--- src/rtl/core/rqr_pkg.sv ---
package rqr_pkg;

  // queue depth and field widths
  localparam int CAPACITY = 512;
  localparam int ID_W     = 16;
  localparam int OP_W     = 2;
  localparam int ST_W     = 2;
  localparam int COUNT_W  = 10;

  // internal widths derived from the depth
  localparam int CNT_W = $clog2(CAPACITY + 1);
  localparam int IDX_W = $clog2(CAPACITY);
  localparam int LVL_W = $clog2(IDX_W + 1);

  // opcodes
  localparam logic [OP_W-1:0] OP_PUT    = 2'd0;
  localparam logic [OP_W-1:0] OP_GET    = 2'd1;
  localparam logic [OP_W-1:0] OP_REMOVE = 2'd2;

  // status codes
  localparam logic [ST_W-1:0] ST_OK        = 2'd0;
  localparam logic [ST_W-1:0] ST_EMPTY     = 2'd1;
  localparam logic [ST_W-1:0] ST_FULL      = 2'd2;
  localparam logic [ST_W-1:0] ST_NOT_FOUND = 2'd3;

  // per-cell control from the queue controller
  typedef struct packed {
    logic load;
    logic shift;
  } cell_ctl_t;

endpackage

--- src/rtl/core/rqr_cell.sv ---
module rqr_cell (
  input  logic                     clk,
  input  rqr_pkg::cell_ctl_t       ctl,
  input  logic [rqr_pkg::ID_W-1:0] key,
  input  logic [rqr_pkg::ID_W-1:0] next_data,
  input  logic                     occupied,
  output logic [rqr_pkg::ID_W-1:0] data,
  output logic                     match
);

  logic [rqr_pkg::ID_W-1:0] data_r;

  // load a new tail entry or take the younger neighbor's entry
  always_ff @(posedge clk) begin
    if (ctl.load) begin
      data_r <= key;
    end else if (ctl.shift) begin
      data_r <= next_data;
    end
  end

  // compare against the key, only for live entries
  assign match = occupied && (data_r == key);
  assign data  = data_r;

endmodule

--- config.mk ---
export PLATFORM = sky130hd
export DESIGN_NAME = rqr_cell
export DESIGN_NICKNAME = d
export VERILOG_FILES = /design/src/rtl/core/rqr_pkg.sv /design/src/rtl/core/rqr_cell.sv
export SDC_FILE = /design/constraint.sdc
export NUM_CORES = 1
export LEC_CHECK = 0
export BUFFER_PORTS_ARGS = -buffer_cell sky130_fd_sc_hd__buf_2
export CORE_ASPECT_RATIO = 0.75
export CORE_UTILIZATION = 41
export CTS_BUF_LIST = sky130_fd_sc_hd__clkbuf_16
export DETAILED_ROUTE_END_ITERATION = 10
export PLACE_DENSITY = 0.77
export SYNTH_ARGS = -nofsm -noshare
export SYNTH_HDL_FRONTEND = slang
export SYNTH_SLANG_ARGS = --single-unit
--- constraint.sdc ---
create_clock -name clk -period 1.5 [get_ports clk]
set_input_delay 0.15 -clock clk [delete_from_list [all_inputs] [get_ports clk]]
set_output_delay 0.15 -clock clk [all_outputs]
set_load 0.01 [all_outputs]
After elaboration in Yosys (flattened, before gate mapping). Cells that the tools add are included.

Flip-flop bits (word level): 16. Bits of input ports: 36. Output and inout port bits: 17. Word-level logic and storage cells: 6.

Eq/ne operators: 1. Mux-type cells: 2. Reduce and logical (&&, ||, !) cells: 2.

Operator list (count): two-way mux 16 bit (2); equality test 16 bit (1); nonzero test 2 bit (1); logical AND 1 bit (1).

Longest topological paths before layout.
Depth in word-level cells: 2. Gate-level depth with buffers: 4.

Least setup slack after synthesis. No wires, ideal clock.

Path kind: reg2out. Start: reg data_r (netlist bit data[14]). End: out match. Arrival: 1.306 ns. Data required time: 1.350 ns. Path slack: 0.044 ns. Cell stages (with the launch flop): 5. Buffers on the path: 0. Cell sequence: edfxtp_1 -> xor2_1 -> nor4_1 -> nand4_1 -> nor4_2.

Word-level cells in the longest chain between the ends: 2.

Ends and longest elaborated chain: start, declared (RTL line rqr_cell.sv:11) `logic [rqr_pkg::ID_W-1:0] data_r;`; start signal, assigned (RTL line rqr_cell.sv:16) `data_r <= key;`; start signal, assigned (RTL line rqr_cell.sv:18) `data_r <= next_data;`; equality test 16 bit (RTL line rqr_cell.sv:23) `assign match = occupied && (data_r == key);`; logical AND 1 bit (RTL line rqr_cell.sv:23); end, declared (RTL line rqr_cell.sv:8) `output logic match`.

Every way passes these cells.

Worst setup path in the final report.
Start: reg data_r (netlist bit data[4]). End: out match.

Same word-level chain as after synthesis.

==> impl_metrics.json <==
{
  "slew_viol_final": 0,
  "crit_chain": "xor2_1 -> nor4_2 -> nand4_1 -> nor4_2 -> buf_2",
  "syn_area_per_cell_sq_um": 15.06,
  "gp_congestion": 0.6501,
  "port_buffers": 52,
  "antennaDiodeCount": 0,
  "place_ws_ps": -118.5,
  "slew_headroom_pct": 74.89,
  "finalSetupViolCount": 1,
  "synth_top_area_share_pct": 55.98,
  "leakage_nw": 0.5288,
  "max_freq_mhz": 576.0,
  "p_total_mw": 1.357,
  "min_path_type": "input port to register",
  "stdcell_area_sq_mm": 0.001236,
  "ys_warn_count": 0,
  "status": "finished, violations left",
  "end_kind": "output pin",
  "worst-path-buf-inv": 1,
  "rsz0062_at_grt": "yes",
  "cpMostUsedCell": "nor4_2",
  "path_clk_slew_ps": 50,
  "powerDensity_mw_per_mm2": 1098,
  "place_area_sq_mm": 0.001144,
  "route.detailed.drc": 0,
  "cts_tree": "built",
  "hold-worst-slack_ps": 206.0,
  "worst_setup_path_start_kind": "register",
  "clock_sinks": 16,
  "place_hpwl_um": 1344,
  "final.min_clock_period_ps": 1736,
  "cts_root_buffer": "clkbuf_16",
  "die_w_um": 54.83,
  "setup_slack_ps": -236.1,
  "path_class": "register to output pin",
  "first_iter_violations": 3,
  "final-hold-violation-count": 0,
  "post_drt_wl_per_cell_um": 12.86,
  "largest_reg_flops": 16,
  "antenna_found_initial": 0,
  "die_h_um": 41.63,
  "cts_max_path_buffers": 2,
  "place_inst": 130,
  "syn_nets": 93,
  "hp-start": "next_data[3]",
  "area_growth_pct": 44.02,
  "final_core_util_pct": 66.67,
  "worst_path_dominant_cell_family": "simple AND/OR/NAND/NOR gates",
  "ys_ff_latch": 16,
  "final_layout_size_suffix_gt1_share_pct": 67.26,
  "tns_ps": -236.1,
  "final_cells": 135,
  "postSynthCellCount": 57,
  "cp.required_ps": 1350,
  "initial_core_util_pct": 46.29,
  "grt_max_degree": 17,
  "routed-via-count": 644,
  "grt_pass1_vias": 598,
  "die_area_sq_mm": 0.002282,
  "grt_util_all_layers_pct": 15.26,
  "grt_pass1_wl_um": 2435,
  "htreeDepth": 1,
  "hold_buffers": 0,
  "ant_nets": 0,
  "crit_arrival_ps": 1590,
  "drv_cap": 0,
  "synth_area_leaders": "edfxtp_1, mux2_2, xnor2_1",
  "slowest_delay_ps": 390,
  "violations": "setup timing",
  "coreArea_sq_mm": 0.001854,
  "fin_nets": 150,
  "fin_crit_sh_pct": 115.7,
  "ir_drop_mv": 0.9629,
  "crit_slowest_cell": "edfxtp_1",
  "cts_made_buffers": 3,
  "yosysTopAreaCell": "edfxtp_1",
  "worstMarginPinSlew_ps": 376.6,
  "row_count": 13,
  "syn_area_sq_um": 858.3,
  "routed_wl_um": 1736,
  "io_pins": 53,
  "crit_start": "data[4]$_DFFE_PP_",
  "drtPass1Iterations": 3,
  "grt.overflow.total": 0,
  "yosysSeqAreaShare_pct": 55.98,
  "synth_cell_type_count": 10,
  "crit_fanout": 2,
  "via_per_inst": 4.770
}
[layout make-up]
type                            instances  area, sq um
Timing Repair Buffer                   54        275.3
Clock buffer                            3        75.07
Sequential cell                        16        480.5
Tap cell                               22        27.53
Clock inverter                          1        3.754
Fill cell                             149        618.1
Multi-Input combinational cell         39        374.1
[worst paths after layout]
kind / cells past startpoint / to / slack [ps]
max: 5 / match / -240
min: 2 / data[3]$_DFFE_PP_ / 210
[report_power, final]
group	switching [mW]	total [mW]	internal, mW
Combinational	0.113	0.255	0.142
Clock	0.165	0.518	0.354
Sequential	0.0306	0.584	0.553
Total	0.309	1.36	1.05
[synthesized netlist by cell type (all sizes together)]
master and count:
buf 2, edfxtp 16, mux2 16, nand2 1, nand4 3, nor4 2, or2 1, xnor2 12
xor2 4
[cells in the final DEF, fill, tap and decap left out]
cell type  netlist  routed
buf_2            2      52
mux2_2          16      16
edfxtp_1        16      16
xnor2_1         12      12
xor2_1           4       4
nand4_1          3       3
clkbuf_16        0       3
nor4_2           1       2
buf_4            0       2
nand2_1          1       1
or2_2            1       1
clkinv_1         0       1
[cell families after synthesis]
logic type	synth area share, %
multiplexers	20.99
AND/OR/NAND/NOR	5.540
XOR/XNOR	16.33
buffers and inverters	1.166
flip-flops	55.98
[metal layers]
| layer | track usage (%) | wire length (um) |
|---|---|---|
| met1 | 19.58 | 793 |
| met5 | 0 | 0 |
| met2 | 23.13 | 738 |
| met3 | 6.227 | 192 |
| met4 | 4.615 | 10 |
[timing repair]
action                     4_1_cts  5_1_grt
cloned                           0        0
setup endpoints to repair        1        1
pin swaps                        3        0
setup buffers                    1        0
resized for setup                0        1
No activity file was read; power rests on OpenSTA's default activity.
